**config.mk**
```make
export PLATFORM = sky130hd
export DESIGN_NAME = button_click_hold_detector
export DESIGN_NICKNAME = d
export VERILOG_FILES = /design/src/hw/rtl/bchd_pkg.sv /design/src/hw/rtl/button_click_hold_detector.sv /design/src/hw/rtl/bchd_cfg.sv /design/src/hw/rtl/bchd_fsm.sv
export SDC_FILE = /design/constraint.sdc
export NUM_CORES = 1
export LEC_CHECK = 0
export ABC_CLOCK_PERIOD_IN_PS = 4600
export BUFFER_PORTS_ARGS = -buffer_cell sky130_fd_sc_hd__buf_2
export CAP_MARGIN = 20
export CORE_ASPECT_RATIO = 2
export CORE_MARGIN = 1.5
export CORE_UTILIZATION = 54
export DETAILED_ROUTE_END_ITERATION = 16
export PLACE_DENSITY = 0.82
export SLEW_MARGIN = 20
export SYNTH_ARGS = -nofsm -noshare
export SYNTH_HDL_FRONTEND = slang
export SYNTH_SLANG_ARGS = --single-unit
```
**constraint.sdc**
```tcl
create_clock -name clk -period 4.6 [get_ports clk]
set_input_delay 0.69 -clock clk [delete_from_list [all_inputs] [get_ports clk]]
set_output_delay 0.69 -clock clk [all_outputs]
set_load 0.02 [all_outputs]
```
**src/hw/rtl/bchd_pkg.sv**
```systemverilog
// Shared types, constants and helpers for the button click/hold detector.
package bchd_pkg;

    localparam int TICK_W     = 8;
    localparam int TIME_W     = 16;
    localparam int CLICK_W    = 8;
    localparam int MODE_W     = 3;
    localparam int APB_DATA_W = 32;
    localparam int APB_ADDR_W = 4;
    localparam int REG_IDX_W  = 2;

    // Mode codes as seen on the key_mode port
    localparam logic [MODE_W-1:0] MODE_RELEASE   = 3'd0;
    localparam logic [MODE_W-1:0] MODE_DITHER    = 3'd1;
    localparam logic [MODE_W-1:0] MODE_PRE_CLICK = 3'd2;
    localparam logic [MODE_W-1:0] MODE_PRESS     = 3'd3;
    localparam logic [MODE_W-1:0] MODE_HOLD      = 3'd4;
    localparam logic [MODE_W-1:0] MODE_MULTI     = 3'd5;

    // Register indexes (byte address = 4 * index)
    localparam logic [REG_IDX_W-1:0] REG_TICK_PERIOD = 2'd0;
    localparam logic [REG_IDX_W-1:0] REG_PRESS_THR   = 2'd1;
    localparam logic [REG_IDX_W-1:0] REG_HOLD_THR    = 2'd2;
    localparam logic [REG_IDX_W-1:0] REG_INTERVAL    = 2'd3;

    localparam logic [TICK_W-1:0] TICK_PERIOD_RST = 8'd10;
    localparam logic [TIME_W-1:0] PRESS_THR_RST   = 16'd20;
    localparam logic [TIME_W-1:0] HOLD_THR_RST    = 16'd1000;
    localparam logic [TIME_W-1:0] INTERVAL_RST    = 16'd300;

    typedef struct packed {
        logic [TICK_W-1:0] tick_period;
        logic [TIME_W-1:0] press_limit;
        logic [TIME_W-1:0] hold_limit;
        logic [TIME_W-1:0] gap_limit;
    } cfg_t;

    typedef struct packed {
        logic [MODE_W-1:0]  key_mode;
        logic               press_event;
        logic               hold_event;
        logic               multi_click_event;
        logic [CLICK_W-1:0] clicks;
    } result_t;

    function automatic logic [TIME_W-1:0] sat_add_time(
        input logic [TIME_W-1:0] a,
        input logic [TICK_W-1:0] b
    );
        logic [TIME_W:0] sum;
        sum = {1'b0, a} + {{(TIME_W - TICK_W + 1){1'b0}}, b};
        return sum[TIME_W] ? {TIME_W{1'b1}} : sum[TIME_W-1:0];
    endfunction

    function automatic logic [CLICK_W-1:0] sat_inc_click(input logic [CLICK_W-1:0] a);
        return (a == {CLICK_W{1'b1}}) ? a : a + {{(CLICK_W-1){1'b0}}, 1'b1};
    endfunction

endpackage

```
**src/hw/rtl/button_click_hold_detector.sv**
```systemverilog
// Top level of the single-key click, hold and multi-click detector.
//
//   channel | direction | handshake            | payload
//   --------+-----------+----------------------+----------------------------------------
//   in      | input     | in_valid / in_ready  | key_pressed
//   out     | output    | out_valid / out_ready| key_mode, press_event, hold_event,
//           |           |                      | multi_click_event, clicks
//   apb     | input     | psel/penable/pready  | paddr, pwdata, pwrite -> prdata
//
// One item per cycle sustained while out_ready stays high; a result shows on the
// outputs once its item has passed the input register and then the mode update
// into the result register, and is taken when out_ready is high.
// The mode update of the state machine sets that rate.
// Reset (rst_n low) clears both stages, the mode machine, all counters, and
// loads the register defaults (tick 10, press 20, hold 1000, interval 300).
// A stalled result holds in the result register; the input register takes an
// item while it is empty or passing its item on, and holds its item until the
// result register frees.
module button_click_hold_detector
    import bchd_pkg::*;
(
    input  logic                  clk,
    input  logic                  rst_n,

    input  logic                  in_valid,
    output logic                  in_ready,
    input  logic                  key_pressed,

    output logic                  out_valid,
    input  logic                  out_ready,
    output logic [MODE_W-1:0]     key_mode,
    output logic                  press_event,
    output logic                  hold_event,
    output logic                  multi_click_event,
    output logic [CLICK_W-1:0]    clicks,

    input  logic                  psel,
    input  logic                  penable,
    input  logic                  pwrite,
    input  logic [APB_ADDR_W-1:0] paddr,
    input  logic [APB_DATA_W-1:0] pwdata,
    output logic [APB_DATA_W-1:0] prdata,
    output logic                  pready
);

    cfg_t    cfg;
    result_t result;

    logic in_valid_reg, in_valid_next;
    logic key_reg;
    logic out_valid_reg, out_valid_next;
    logic out_open;
    logic step;

    // The result register can load when empty or being drained this cycle
    assign out_open = !out_valid_reg || out_ready;
    // Move the held item through the mode update into the result register
    assign step     = in_valid_reg && out_open;
    assign in_ready = !in_valid_reg || out_open;

    always_comb
    begin
        in_valid_next = in_valid_reg;
        if (in_valid && in_ready)
            in_valid_next = 1'b1;
        else if (step)
            in_valid_next = 1'b0;

        out_valid_next = out_valid_reg;
        if (step)
            out_valid_next = 1'b1;
        else if (out_ready)
            out_valid_next = 1'b0;
    end

    always_ff @(posedge clk or negedge rst_n)
    begin
        if (!rst_n)
        begin
            in_valid_reg  <= 1'b0;
            out_valid_reg <= 1'b0;
        end
        else
        begin
            in_valid_reg  <= in_valid_next;
            out_valid_reg <= out_valid_next;
        end
    end

    // Capture the key level of each accepted item; no reset needed
    always_ff @(posedge clk)
    begin
        if (in_valid && in_ready)
            key_reg <= key_pressed;
    end

    bchd_cfg u_cfg (
        .clk     (clk),
        .rst_n   (rst_n),
        .psel    (psel),
        .penable (penable),
        .pwrite  (pwrite),
        .paddr   (paddr),
        .pwdata  (pwdata),
        .prdata  (prdata),
        .pready  (pready),
        .cfg     (cfg)
    );

    bchd_fsm u_fsm (
        .clk      (clk),
        .rst_n    (rst_n),
        .step     (step),
        .key_down (key_reg),
        .cfg      (cfg),
        .result   (result)
    );

    assign out_valid         = out_valid_reg;
    assign key_mode          = result.key_mode;
    assign press_event       = result.press_event;
    assign hold_event        = result.hold_event;
    assign multi_click_event = result.multi_click_event;
    assign clicks            = result.clicks;

endmodule

```
**src/hw/rtl/bchd_cfg.sv**
```systemverilog
// APB register file holding tick period and the three time thresholds.
module bchd_cfg
    import bchd_pkg::*;
(
    input  logic                  clk,
    input  logic                  rst_n,
    input  logic                  psel,
    input  logic                  penable,
    input  logic                  pwrite,
    input  logic [APB_ADDR_W-1:0] paddr,
    input  logic [APB_DATA_W-1:0] pwdata,
    output logic [APB_DATA_W-1:0] prdata,
    output logic                  pready,
    output cfg_t                  cfg
);

    cfg_t                 cfg_reg;
    logic [REG_IDX_W-1:0] reg_idx;
    logic                 wr_en;

    assign pready  = 1'b1;
    assign reg_idx = paddr[REG_IDX_W+1:2];
    assign wr_en   = psel && penable && pwrite && pready;
    assign cfg     = cfg_reg;

    always_ff @(posedge clk or negedge rst_n)
    begin
        if (!rst_n)
        begin
            cfg_reg.tick_period <= TICK_PERIOD_RST;
            cfg_reg.press_limit <= PRESS_THR_RST;
            cfg_reg.hold_limit  <= HOLD_THR_RST;
            cfg_reg.gap_limit   <= INTERVAL_RST;
        end
        else if (wr_en)
        begin
            unique case (reg_idx)
                REG_TICK_PERIOD: cfg_reg.tick_period <= pwdata[TICK_W-1:0];
                REG_PRESS_THR:   cfg_reg.press_limit <= pwdata[TIME_W-1:0];
                REG_HOLD_THR:    cfg_reg.hold_limit  <= pwdata[TIME_W-1:0];
                REG_INTERVAL:    cfg_reg.gap_limit   <= pwdata[TIME_W-1:0];
                default:         ;
            endcase
        end
    end

    always_comb
    begin
        prdata = '0;
        unique case (reg_idx)
            REG_TICK_PERIOD: prdata[TICK_W-1:0] = cfg_reg.tick_period;
            REG_PRESS_THR:   prdata[TIME_W-1:0] = cfg_reg.press_limit;
            REG_HOLD_THR:    prdata[TIME_W-1:0] = cfg_reg.hold_limit;
            REG_INTERVAL:    prdata[TIME_W-1:0] = cfg_reg.gap_limit;
            default:         prdata = '0;
        endcase
    end

endmodule

```
**src/hw/rtl/bchd_fsm.sv**
```systemverilog
// Mode machine, time counters, click count and the registered result.
module bchd_fsm
    import bchd_pkg::*;
(
    input  logic    clk,
    input  logic    rst_n,
    input  logic    step,
    input  logic    key_down,
    input  cfg_t    cfg,
    output result_t result
);

    typedef enum logic [MODE_W-1:0] {
        ST_RELEASE   = MODE_RELEASE,
        ST_DITHER    = MODE_DITHER,
        ST_PRE_CLICK = MODE_PRE_CLICK,
        ST_PRESS     = MODE_PRESS,
        ST_HOLD      = MODE_HOLD,
        ST_MULTI     = MODE_MULTI
    } mode_t;

    mode_t              mode_reg, mode_next;
    logic [TIME_W-1:0]  pressed_reg, pressed_next;
    logic [TIME_W-1:0]  released_reg, released_next;
    logic [CLICK_W-1:0] clicks_reg, clicks_next;
    result_t            result_reg, result_next;
    logic [TIME_W-1:0]  pt, rt;

    assign result = result_reg;

    always_comb
    begin
        // advance the counter that matches the key level
        pt = key_down ? sat_add_time(pressed_reg, cfg.tick_period) : pressed_reg;
        rt = key_down ? released_reg : sat_add_time(released_reg, cfg.tick_period);

        mode_next     = mode_reg;
        pressed_next  = pt;
        released_next = rt;
        clicks_next   = clicks_reg;

        unique case (mode_reg)
            ST_RELEASE:
            begin
                clicks_next = '0;
                if (key_down)
                    mode_next = ST_DITHER;
            end
            ST_DITHER:
            begin
                if (pt > cfg.hold_limit)
                    mode_next = ST_HOLD;
                if (!key_down)
                begin
                    if (pt > cfg.press_limit && pt < cfg.hold_limit)
                    begin
                        mode_next     = ST_PRE_CLICK;
                        clicks_next   = sat_inc_click(clicks_reg);
                        released_next = '0;
                    end
                    else
                        mode_next = ST_RELEASE;
                    pressed_next = '0;
                end
            end
            ST_PRE_CLICK:
            begin
                if (rt < cfg.gap_limit)
                begin
                    if (key_down)
                    begin
                        mode_next     = ST_MULTI;
                        clicks_next   = sat_inc_click(clicks_reg);
                        released_next = '0;
                    end
                end
                else
                    mode_next = ST_PRESS;
            end
            ST_PRESS, ST_HOLD:
            begin
                if (!key_down)
                begin
                    mode_next    = ST_RELEASE;
                    pressed_next = '0;
                end
            end
            ST_MULTI:
            begin
                if (rt > cfg.gap_limit)
                begin
                    mode_next     = ST_RELEASE;
                    pressed_next  = '0;
                    released_next = '0;
                    clicks_next   = '0;
                end
                else if (key_down)
                    mode_next = ST_DITHER;
            end
            default: ;
        endcase

        result_next.key_mode          = mode_next;
        result_next.press_event       = (mode_reg == ST_PRESS);
        result_next.hold_event        = (mode_reg == ST_HOLD);
        result_next.multi_click_event = (mode_reg == ST_MULTI);
        result_next.clicks            = clicks_next;
    end

    always_ff @(posedge clk or negedge rst_n)
    begin
        if (!rst_n)
        begin
            mode_reg     <= ST_RELEASE;
            pressed_reg  <= '0;
            released_reg <= '0;
            clicks_reg   <= '0;
            result_reg   <= '0;
        end
        else if (step)
        begin
            mode_reg     <= mode_next;
            pressed_reg  <= pressed_next;
            released_reg <= released_next;
            clicks_reg   <= clicks_next;
            result_reg   <= result_next;
        end
    end

endmodule

```
==> results.sh, run 1 <==
export IMPL_vias_per_cell=6.149
export IMPL_synth_seq_area_share_pct=35.60
export IMPL_num_antenna_cells=0
export IMPL_busiest_layer="met2"
export IMPL_status="finished with violations"
export IMPL_h_tree_depth=3
export IMPL_async_flop_share_pct=99.05
export IMPL_place_ws_ns=-0.4503
export IMPL_grt_pass1_wl_um=33590
export IMPL_hpwlAfterDp_um=14870
export IMPL_largest_register_ffs=56
export IMPL_drc_errors=0
export IMPL_cts_buffer_depth=2
export IMPL_cp_top_family="compound AO/OA/AOI/OAI gates"
export IMPL_fin_crit_sh_pct=104.3
export IMPL_avgRoutedWirePerCell_um=19.18
export IMPL_finalSetupTns_ns=-3.117
export IMPL_finalMaxSlewViolations=0
export IMPL_critPathBufInv=5
export IMPL_fin_crit_ns=4.799
export IMPL_worst_slew_pin_slew_ns=1.050
export IMPL_cpMostUsedCell="buf_6"
export IMPL_synth_edff_count=1
export IMPL_hold_slack_ns=0.4662
export IMPL_core_rowCount=60
export IMPL_clock_sinks=105
export IMPL_ys_dominant_reg_cell="dfrtp_1"
export IMPL_num_vias=7004
export IMPL_synth_area_sq_um=7445
export IMPL_synth_cells=834
export IMPL_cts_tree="done"
export IMPL_cts_buffers=9
export IMPL_use_met2_pct=54.16
export IMPL_path_cells="ha_2 > fa_2 > a21o_1 > a211oi_2 > o21ai_1 > o211ai_1 > buf_4 > nor2_4 > buf_6 > nor3_2 > a21oi_1 > ha_1 > a211o_1 > o311ai_4 > a32oi_4 > buf_6 > a22o_4 > buf_4 > nor3_4 > buf_6 > mux2_4"
export IMPL_io_pins=93
export IMPL_peakVddDrop_mv=0.2974
export IMPL_critical_path_max_stage_delay_ns=0.40
export IMPL_globalRouteMet1Util_pct=30.54
export IMPL_drive_gt1_share_pct=33.03
export IMPL_synth_distinct_cells=73
export IMPL_die_area_sq_um=14540
export IMPL_setup_viol=26
export IMPL_cp_slowest_cell="dfrtp_1"
export IMPL_start_kind="flop"
export IMPL_cts_hold_buf=0
export IMPL_path_clk_slew_ns=0.07
export IMPL_hold_path_class="in2async"
export IMPL_slew_headroom_pct=29.83
export IMPL_final_hold_violation_count=0
export IMPL_p_leak_nw=4.303
export IMPL_gp_congestion=0.8589
export IMPL_die_w_um=86.03
export IMPL_met3_usage_pct=3.315
export IMPL_fmax_mhz=208.4
export IMPL_synth_seq_cells=105
export IMPL_final_common_cell="buf_4"
export IMPL_synth_area_per_cell_sq_um=8.926
export IMPL_critical_path_required_ns=4.85
export IMPL_die_y_um=169.1
export IMPL_worstSetupEndpointType="flop"
export IMPL_layout_common_cells="103 x buf_4, 90 x dfrtp_1, 81 x nand2_1, 70 x inv_1, 69 x o21ai_0"
export IMPL_clock_skew_ns=0.008921
export IMPL_port_buffer_count=57
export IMPL_violations="negative setup slack"
export IMPL_p_per_area_nw_per_um2=509.1
export IMPL_routed_wl_um=21850
export IMPL_postRouteAntennaNets=0
export IMPL_crit_type="reg2reg"
export IMPL_drt_iter0_markers=502
export IMPL_rsz0062_at_grt="true"
export IMPL_syn2layout_area_growth_pct=24.99
export IMPL_firstDrtPassIters=7
export IMPL_overflow=0
export IMPL_cap_violations=0
export IMPL_grt_use_total_pct=29.87
export IMPL_synth_warnings=0
export IMPL_antenna_found_initial=0
export IMPL_arrival_ns=5.05
export IMPL_grt_pass1_vias=7164
export IMPL_coreArea_sq_um=13440
export IMPL_grt_max_degree=74
export IMPL_clk_latency_ns=0.37
export IMPL_crit_path_max_fanout=7
export IMPL_root_buffer="clkbuf_16"
export IMPL_finish_utilization_pct=69.25
export IMPL_nets=1088
export IMPL_initial_core_util_pct=55.40
export IMPL_worst_slack_ns=-0.1988
[worst paths after layout]
path	startpoint	end	slack, ns	cells after the start
max in group asynchronous	rst_n	u_fsm.released_reg[12]	3.10	2
setup / recovery	u_cfg.cfg[48]	u_fsm.clicks_reg[0]	-0.20	21
hold reg to reg	u_fsm.result[10]	u_fsm.result[10]	0.48	2
min in group clk	u_fsm.result[10]	u_fsm.result[10]	0.48	2
setup reg to reg	u_cfg.cfg[48]	u_fsm.clicks_reg[0]	-0.20	21
hold / removal	rst_n	u_fsm.released_reg[3]	0.47	1
[what timing repair did]
item / 4_1_cts / 5_1_grt
setup endpoints to repair: 43 / 43
pin swaps: 34 / 35
setup buffers: 20 / 9
cloned: 2 / 0
resized for setup: 50 / 59
[routing by layer]
metal  wire, um  up-vias
met4       1417        0
li1           -     3238
met2      11660      331
met5          0        -
met1       7699     3330
met3       1075      105
[through the flow]
stage          area (sq um)  instances  total power [mW]
4_1_cts                9030       1130             4.512
3_5_place_dp           8347       1092             3.556
2_1_floorplan          7518        849             2.763
3_3_place_gp           8347       1092             3.459
6_report               9305       1139             4.737
5_1_grt                9305       1139             5.029
[area by class of cell]
type	instances	area (sq um)
Fill cell	945	4133
Clock inverter	6	61.31
Multi-Input combinational cell	625	4731
Inverter	70	262.8
Timing Repair Buffer	168	1177
Tap cell	155	193.9
Clock buffer	10	229.0
Sequential cell	105	2650
[cells in the mapped netlist (all sizes together) (7+ instances only)]
cell type | n | area [sq um]
a21oi | 58 | 294.0
a22o | 15 | 132.6
a311oi | 7 | 73.82
and3 | 8 | 55.05
buf | 22 | 163.9
clkbuf | 28 | 106.4
dfrtp | 90 | 2252
dfstp | 14 | 367.9
ha | 63 | 788.3
inv | 70 | 262.8
mux2 | 33 | 379.1
mux4 | 8 | 180.2
nand2 | 87 | 326.6
nand2b | 7 | 43.79
nand3 | 20 | 100.1
nand4 | 9 | 56.30
nor2 | 59 | 221.5
nor2b | 10 | 62.56
nor3 | 23 | 126.4
o21ai | 91 | 455.4
xnor2 | 14 | 122.6
[where the power goes]
| part | internal (mW) | switching (mW) | total, mW |
|---|---|---|---|
| Sequential | 1.16 | 0.214 | 1.37 |
| Clock | 0.382 | 0.392 | 0.774 |
| Combinational | 1.18 | 1.41 | 2.59 |
| Total | 2.72 | 2.01 | 4.74 |
[worst reg2reg max path, stage by stage, from the launching register on]
cell and delay [ns]:
dfrtp_1 0.40, ha_2 0.20, fa_2 0.36, a21o_1 0.18, a211oi_2 0.27, o21ai_1 0.13
o211ai_1 0.10, buf_4 0.21, nor2_4 0.09, buf_6 0.16, nor3_2 0.15, a21oi_1 0.06
ha_1 0.34, a211o_1 0.33, o311ai_4 0.35, a32oi_4 0.16, buf_6 0.17, a22o_4 0.25
buf_4 0.15, nor3_4 0.19, buf_6 0.15, mux2_4 0.29
[logic make-up (layout without fill, tap and decap cells)]
kind of cell | Yosys count | after routing | share of synthesized area, %
AOI/OAI and AO/OA | 227 | 227 | 19.14
xor gates and xnor gates | 19 | 19 | 2.235
adders and majority gates | 65 | 65 | 11.13
buffers and inverters | 120 | 254 | 7.160
DFF | 105 | 105 | 35.60
muxes | 44 | 44 | 7.916
other | 2 | 17 | 0.1009
and+or+nand+nor | 252 | 253 | 16.72
(Power assumes the default switching activity.)
==> run 2: changes to the inputs <==
--- a/config.mk
+++ b/config.mk
@@ -12,7 +12,7 @@
 export CORE_MARGIN = 1.5
 export CORE_UTILIZATION = 54
 export DETAILED_ROUTE_END_ITERATION = 16
-export PLACE_DENSITY = 0.82
+export PLACE_DENSITY_LB_ADDON = 0.15
 export SLEW_MARGIN = 20
 export SYNTH_ARGS = -nofsm -noshare
 export SYNTH_HDL_FRONTEND = slang
==> results.sh, run 2 (synthesized netlist as in run 1, its figures left out) <==
export IMPL_slew_headroom_pct=30.76
export IMPL_worstSetupEndpointType="flop"
export IMPL_root_buffer="clkbuf_16"
export IMPL_busiest_layer="met2"
export IMPL_avgRoutedWirePerCell_um=19.15
export IMPL_crit_path_max_fanout=7
export IMPL_p_sw_share_pct=41.93
export IMPL_io_pins=93
export IMPL_finalMaxSlewViolations=0
export IMPL_clock_skew_ns=0.007159
export IMPL_netSwitchingPower_mw=2.073
export IMPL_final_cell_count_no_fill=1153
export IMPL_syn2layout_area_growth_pct=29.43
export IMPL_p_per_area_nw_per_um2=513.0
export IMPL_path_cells="ha_4 > fa_2 > a21o_1 > a211oi_2 > o21ai_1 > o211ai_1 > buf_4 > nor2_4 > nor3_2 > a21oi_1 > ha_1 > and4_4 > o21a_1 > o311ai_4 > a32oi_4 > a41oi_2 > or3_4 > nor4b_4 > nand3_1 > mux2_4"
export IMPL_worst_r2r_startpoint="u_cfg.cfg[48]"
export IMPL_path_clk_slew_ns=0.08
export IMPL_cts_hold_buf=0
export IMPL_grt_use_total_pct=29.58
export IMPL_fin_crit_ns=4.831
export IMPL_initial_core_util_pct=55.40
export IMPL_port_buffer_count=57
export IMPL_final_hold_violation_count=0
export IMPL_met3_usage_pct=4.534
export IMPL_num_vias=6918
export IMPL_combinationalPowerShare_pct=55.4
export IMPL_clk_latency_ns=0.36
export IMPL_die_y_um=169.1
export IMPL_p_leak_nw=4.412
export IMPL_core_rowCount=60
export IMPL_fmax_mhz=207.0
export IMPL_h_tree_depth=3
export IMPL_clock_sinks=105
export IMPL_antenna_found_initial=0
export IMPL_violations="negative setup slack"
export IMPL_routed_wl_um=22090
export IMPL_hold_path_class="in2async"
export IMPL_cap_violations=0
export IMPL_status="finished with violations"
export IMPL_overflow=0
export IMPL_gp_congestion=0.9286
export IMPL_r2r_slack_ns=-0.23
export IMPL_pwr_share_seq_pct=27.9
export IMPL_hpwlAfterDp_um=15690
export IMPL_rsz0062_at_grt="true"
export IMPL_critical_path_max_stage_delay_ns=0.42
export IMPL_drt_iter0_markers=294
export IMPL_finalSetupTns_ns=-3.077
export IMPL_cts_buffers=9
export IMPL_setup_viol=25
export IMPL_hold_slack_ns=0.4508
export IMPL_p_clk_share_pct=16.7
export IMPL_worst_slew_pin_slew_ns=1.036
export IMPL_crit_type="reg2reg"
export IMPL_use_met2_pct=54.09
export IMPL_vias_per_cell=6.000
export IMPL_die_area_sq_um=14540
export IMPL_cts_buffer_depth=2
export IMPL_cts_tree="done"
export IMPL_postRouteAntennaNets=0
export IMPL_num_antenna_cells=0
export IMPL_die_w_um=86.03
export IMPL_grt_max_degree=69
export IMPL_globalRouteMet1Util_pct=31.48
export IMPL_arrival_ns=5.08
export IMPL_final_common_cell="buf_4"
export IMPL_start_kind="flop"
export IMPL_cp_slowest_cell="dfrtp_1"
export IMPL_worst_slack_ns=-0.2311
export IMPL_peakVddDrop_mv=0.3365
export IMPL_firstDrtPassIters=4
export IMPL_largest_register_ffs=56
export IMPL_layout_common_cells="113 x buf_4, 90 x dfrtp_1, 83 x nand2_1, 73 x o21ai_0, 70 x inv_1"
export IMPL_place_ws_ns=-0.4224
export IMPL_drive_gt1_share_pct=35.87
export IMPL_p_int_mw=2.870
export IMPL_grt_pass1_wl_um=33370
export IMPL_finish_utilization_pct=71.70
export IMPL_crit_start="u_cfg.cfg[48]"
export IMPL_nets=1102
export IMPL_drc_errors=0
export IMPL_fin_crit_sh_pct=105.0
export IMPL_dp_cells=1108
export IMPL_coreArea_sq_um=13440
export IMPL_grt_pass1_vias=7057
export IMPL_critical_path_required_ns=4.85
run 2: power by group through the flow:
stage / Sequential (mW) / Combinational (mW) / Clock, mW
after floorplan: 1.33 / 1.43 / 0
after global placement: 1.36 / 2.16 / 0
after detailed placement: 1.37 / 2.25 / 0
after CTS: 1.36 / 2.37 / 0.831
after global routing: 1.41 / 2.96 / 0.868
final: 1.38 / 2.74 / 0.826
run 2: critical path: cells and delay by family (launching register included):
family | cells | cell delay (ns)
adders and majority gates | 3 | 0.85
and+or+nand+nor | 6 | 1.34
muxes | 1 | 0.32
AOI/OAI and AO/OA | 9 | 1.55
buffers and inverters | 1 | 0.22
DFF | 1 | 0.42
run 2: stage by stage:
step	total power, mW	cell area (sq um)
after floorplan	2.763	7518
after global placement	3.513	8454
after detailed placement	3.622	8454
after CTS	4.561	8951
after global routing	5.232	9635
final	4.943	9635
run 2: final timing paths:
| kind | cells after the start | end |
|---|---|---|
| min reg2reg | 2 | u_fsm.result[10] |
| max reg2reg | 20 | u_fsm.clicks_reg[6] |
| min | 1 | u_fsm.released_reg[3] |
| min in group clk | 2 | u_fsm.result[10] |
| max | 20 | u_fsm.clicks_reg[6] |
| max in group asynchronous | 2 | u_cfg.cfg[25] |
run 2: timing repair:
| item | in CTS | in global routing |
|---|---|---|
| endpoints found under the setup margin | 42 | 29 |
| setup buffers | 7 | 23 |
| cloned | 0 | 1 |
| pin swaps | 34 | 77 |
| resized for setup | 39 | 99 |
run 2: final cells by class:
type | count | area (sq um)
clock buffers | 10 | 239.0
clock inverters | 6 | 73.82
fillers | 966 | 3802
inverters | 70 | 262.8
multi-input cells | 625 | 4941
flip-flops and latches | 105 | 2650
well taps | 155 | 193.9
repair buffers | 182 | 1275
run 2: per-layer routing:
layer	share of wire [%]	vias to the layer above
met3	3.4	77
met5	0	-
met4	5.5	0
met2	54	228
li1	-	3253
met1	37	3360
==> run 3: changes to the inputs <==
--- a/config.mk
+++ b/config.mk
@@ -5,7 +5,7 @@
 export SDC_FILE = /design/constraint.sdc
 export NUM_CORES = 1
 export LEC_CHECK = 0
-export ABC_CLOCK_PERIOD_IN_PS = 4600
+export ABC_CLOCK_PERIOD_IN_PS = 5100
 export BUFFER_PORTS_ARGS = -buffer_cell sky130_fd_sc_hd__buf_2
 export CAP_MARGIN = 20
 export CORE_ASPECT_RATIO = 2
==> constraint.sdc (replaced) <==
create_clock -name clk -period 5.1 [get_ports clk]
set_input_delay 0.765 -clock clk [delete_from_list [all_inputs] [get_ports clk]]
set_output_delay 0.765 -clock clk [all_outputs]
set_load 0.02 [all_outputs]
==> results.sh, run 3 (synthesized netlist as in run 1, its figures left out) <==
export IMPL_status="complete, no violations"
export IMPL_final_hold_violation_count=0
export IMPL_layout_common_cells="90 x dfrtp_1, 87 x nand2_1, 85 x o21ai_0, 70 x inv_1, 61 x ha_1"
export IMPL_final_common_cell="dfrtp_1"
export IMPL_critical_path_max_stage_delay_ns=0.46
export IMPL_crit_path_max_fanout=5
export IMPL_die_area_sq_um=14540
export IMPL_num_vias=6535
export IMPL_p_sw_share_pct=42.31
export IMPL_cts_tree="done"
export IMPL_syn2layout_area_growth_pct=14.37
export IMPL_p_clk_share_pct=18.1
export IMPL_p_leak_nw=3.969
export IMPL_cts_buffers=9
export IMPL_cp_top_family="compound AO/OA/AOI/OAI gates"
export IMPL_grt_max_degree=62
export IMPL_drc_errors=0
export IMPL_slew_headroom_pct=33.22
export IMPL_cts_hold_buf=0
export IMPL_fill_cells=1148
export IMPL_vias_per_cell=6.062
export IMPL_fmax_mhz=202.8
export IMPL_coreArea_sq_um=13440
export IMPL_postRouteAntennaNets=0
export IMPL_dpl_cell_area_sq_um=7998
export IMPL_start_kind="flop"
export IMPL_clk_latency_ns=0.36
export IMPL_io_pins=93
export IMPL_hold_path_class="reg2reg"
export IMPL_hpwlAfterDp_um=15270
export IMPL_worst_slack_ns=0.1694
export IMPL_path_cells="ha_2 > fa_2 > a21o_1 > a211oi_2 > o21ai_1 > o211ai_1 > buf_4 > nor2_2 > nand3_2 > mux2_2 > ha_1 > o21ai_0 > o21ai_1 > o211ai_1 > a32oi_4 > a41oi_2 > or3_4 > buf_12 > nor3_4 > buf_4 > mux2_4"
export IMPL_nets=1027
export IMPL_h_tree_depth=3
export IMPL_antenna_found_initial=0
export IMPL_arrival_ns=5.17
export IMPL_die_y_um=169.1
export IMPL_overflow=0
export IMPL_pwr_share_seq_pct=31.9
export IMPL_cap_violations=0
export IMPL_drive_gt1_share_pct=23.29
export IMPL_final_cell_count_no_fill=1078
export IMPL_p_per_area_nw_per_um2=455.4
export IMPL_clock_skew_ns=0.01553
export IMPL_grt_use_total_pct=28.44
export IMPL_combinationalPowerShare_pct=50.0
export IMPL_place_ws_ns=-0.2359
export IMPL_setup_viol=0
export IMPL_path_clk_slew_ns=0.08
export IMPL_finalMaxSlewViolations=0
export IMPL_firstDrtPassIters=5
export IMPL_largest_register_ffs=56
export IMPL_design_area_sq_um=8514
export IMPL_fin_crit_sh_pct=96.68
export IMPL_avgRoutedWirePerCell_um=18.50
export IMPL_num_antenna_cells=0
export IMPL_r2r_slack_ns=0.17
export IMPL_grt_pass1_wl_um=32600
export IMPL_worst_slew_pin_slew_ns=0.9993
export IMPL_peakVddDrop_mv=0.2449
export IMPL_critical_path_required_ns=5.34
export IMPL_initial_core_util_pct=55.40
export IMPL_cts_buffer_depth=2
export IMPL_port_buffer_count=57
export IMPL_critPathBufInv=3
export IMPL_p_int_mw=2.237
export IMPL_die_w_um=86.03
export IMPL_core_rowCount=60
export IMPL_netSwitchingPower_mw=1.640
export IMPL_drt_iter0_markers=365
export IMPL_root_buffer="clkbuf_16"
export IMPL_worstSetupEndpointType="flop"
export IMPL_cp_slowest_cell="or3_4"
export IMPL_clock_sinks=105
export IMPL_gp_congestion=0.8670
export IMPL_crit_type="reg2reg"
export IMPL_total_power_mw=3.877
export IMPL_dp_cells=1049
export IMPL_fin_crit_ns=4.931
export IMPL_grt_pass1_vias=6671
export IMPL_routed_wl_um=19950
==> run 3: final timing paths <==
kind / start / to / depth (start not counted)
worst max-delay path: u_fsm.released_reg[0] / u_fsm.clicks_reg[0] / 21
worst min-delay path: u_fsm.result[10] / u_fsm.result[10] / 2
worst max register to register: u_fsm.released_reg[0] / u_fsm.clicks_reg[0] / 21
worst min register to register: u_fsm.result[10] / u_fsm.result[10] / 2
max in group asynchronous: rst_n / u_fsm.released_reg[9] / 2
min in group asynchronous: rst_n / u_fsm.released_reg[2] / 1
==> run 3: per-stage QoR <==
stage | hold slack, ns | util, % | TNS [ns]
2_1_floorplan | 0.4694 | - | 0
3_3_place_gp | 0.4575 | 59.52 | -0.3817
3_5_place_dp | 0.4692 | 59.52 | -0.8354
4_1_cts | 0.4871 | 61.96 | 0
5_1_grt | 0.5114 | 63.36 | -0.03521
6_report | 0.4732 | 63.36 | 0
==> run 3: layout make-up <==
cell class	instances	area (sq um)	share of cell area, %
Sequential cell	105	2650	31.12
Clock inverter	6	62.56	0.7348
Inverter	70	262.8	3.086
Clock buffer	10	229.0	2.689
Timing Repair Buffer	108	686.9	8.068
Multi-Input combinational cell	624	4429	52.02
Tap cell	155	193.9	2.278
==> run 3: worst register-to-register path: cells and delay by family, from the launching register on <==
| family | cells | cell delay (ns) |
|---|---|---|
| buf+inv | 3 | 0.49 |
| compound gates | 9 | 1.63 |
| mux | 2 | 0.63 |
| fa+ha+maj | 3 | 0.87 |
| flops | 1 | 0.41 |
| simple gates | 4 | 0.79 |
==> run 3: repair_timing <==
action | CTS | global route
endpoints found under the hold margin | 0 | 0
setup endpoints to repair | 15 | 36
setup buffers | 2 | 11
resized for setup | 3 | 25
pin swaps | 5 | 21
==> run 3: power groups by stage <==
stage                     sequential (mW)  combinational, mW  clock [mW]
final                                1.24               1.94       0.700
after CTS                            1.23               1.82       0.713
after global routing                 1.27               2.16       0.740
after detailed placement             1.25               1.79           0
after floorplan                      1.20               1.28           0
after global placement               1.23               1.71           0
==> run 3: metal layers <==
metal / track usage (%) / up-vias / wire length, um
met3: 3.510 / 51 / 568
met4: 12.06 / 0 / 880
li1: - / 3105 / -
met2: 52.52 / 163 / 10860
met1: 32.25 / 3216 / 7635
met5: 0 / - / 0
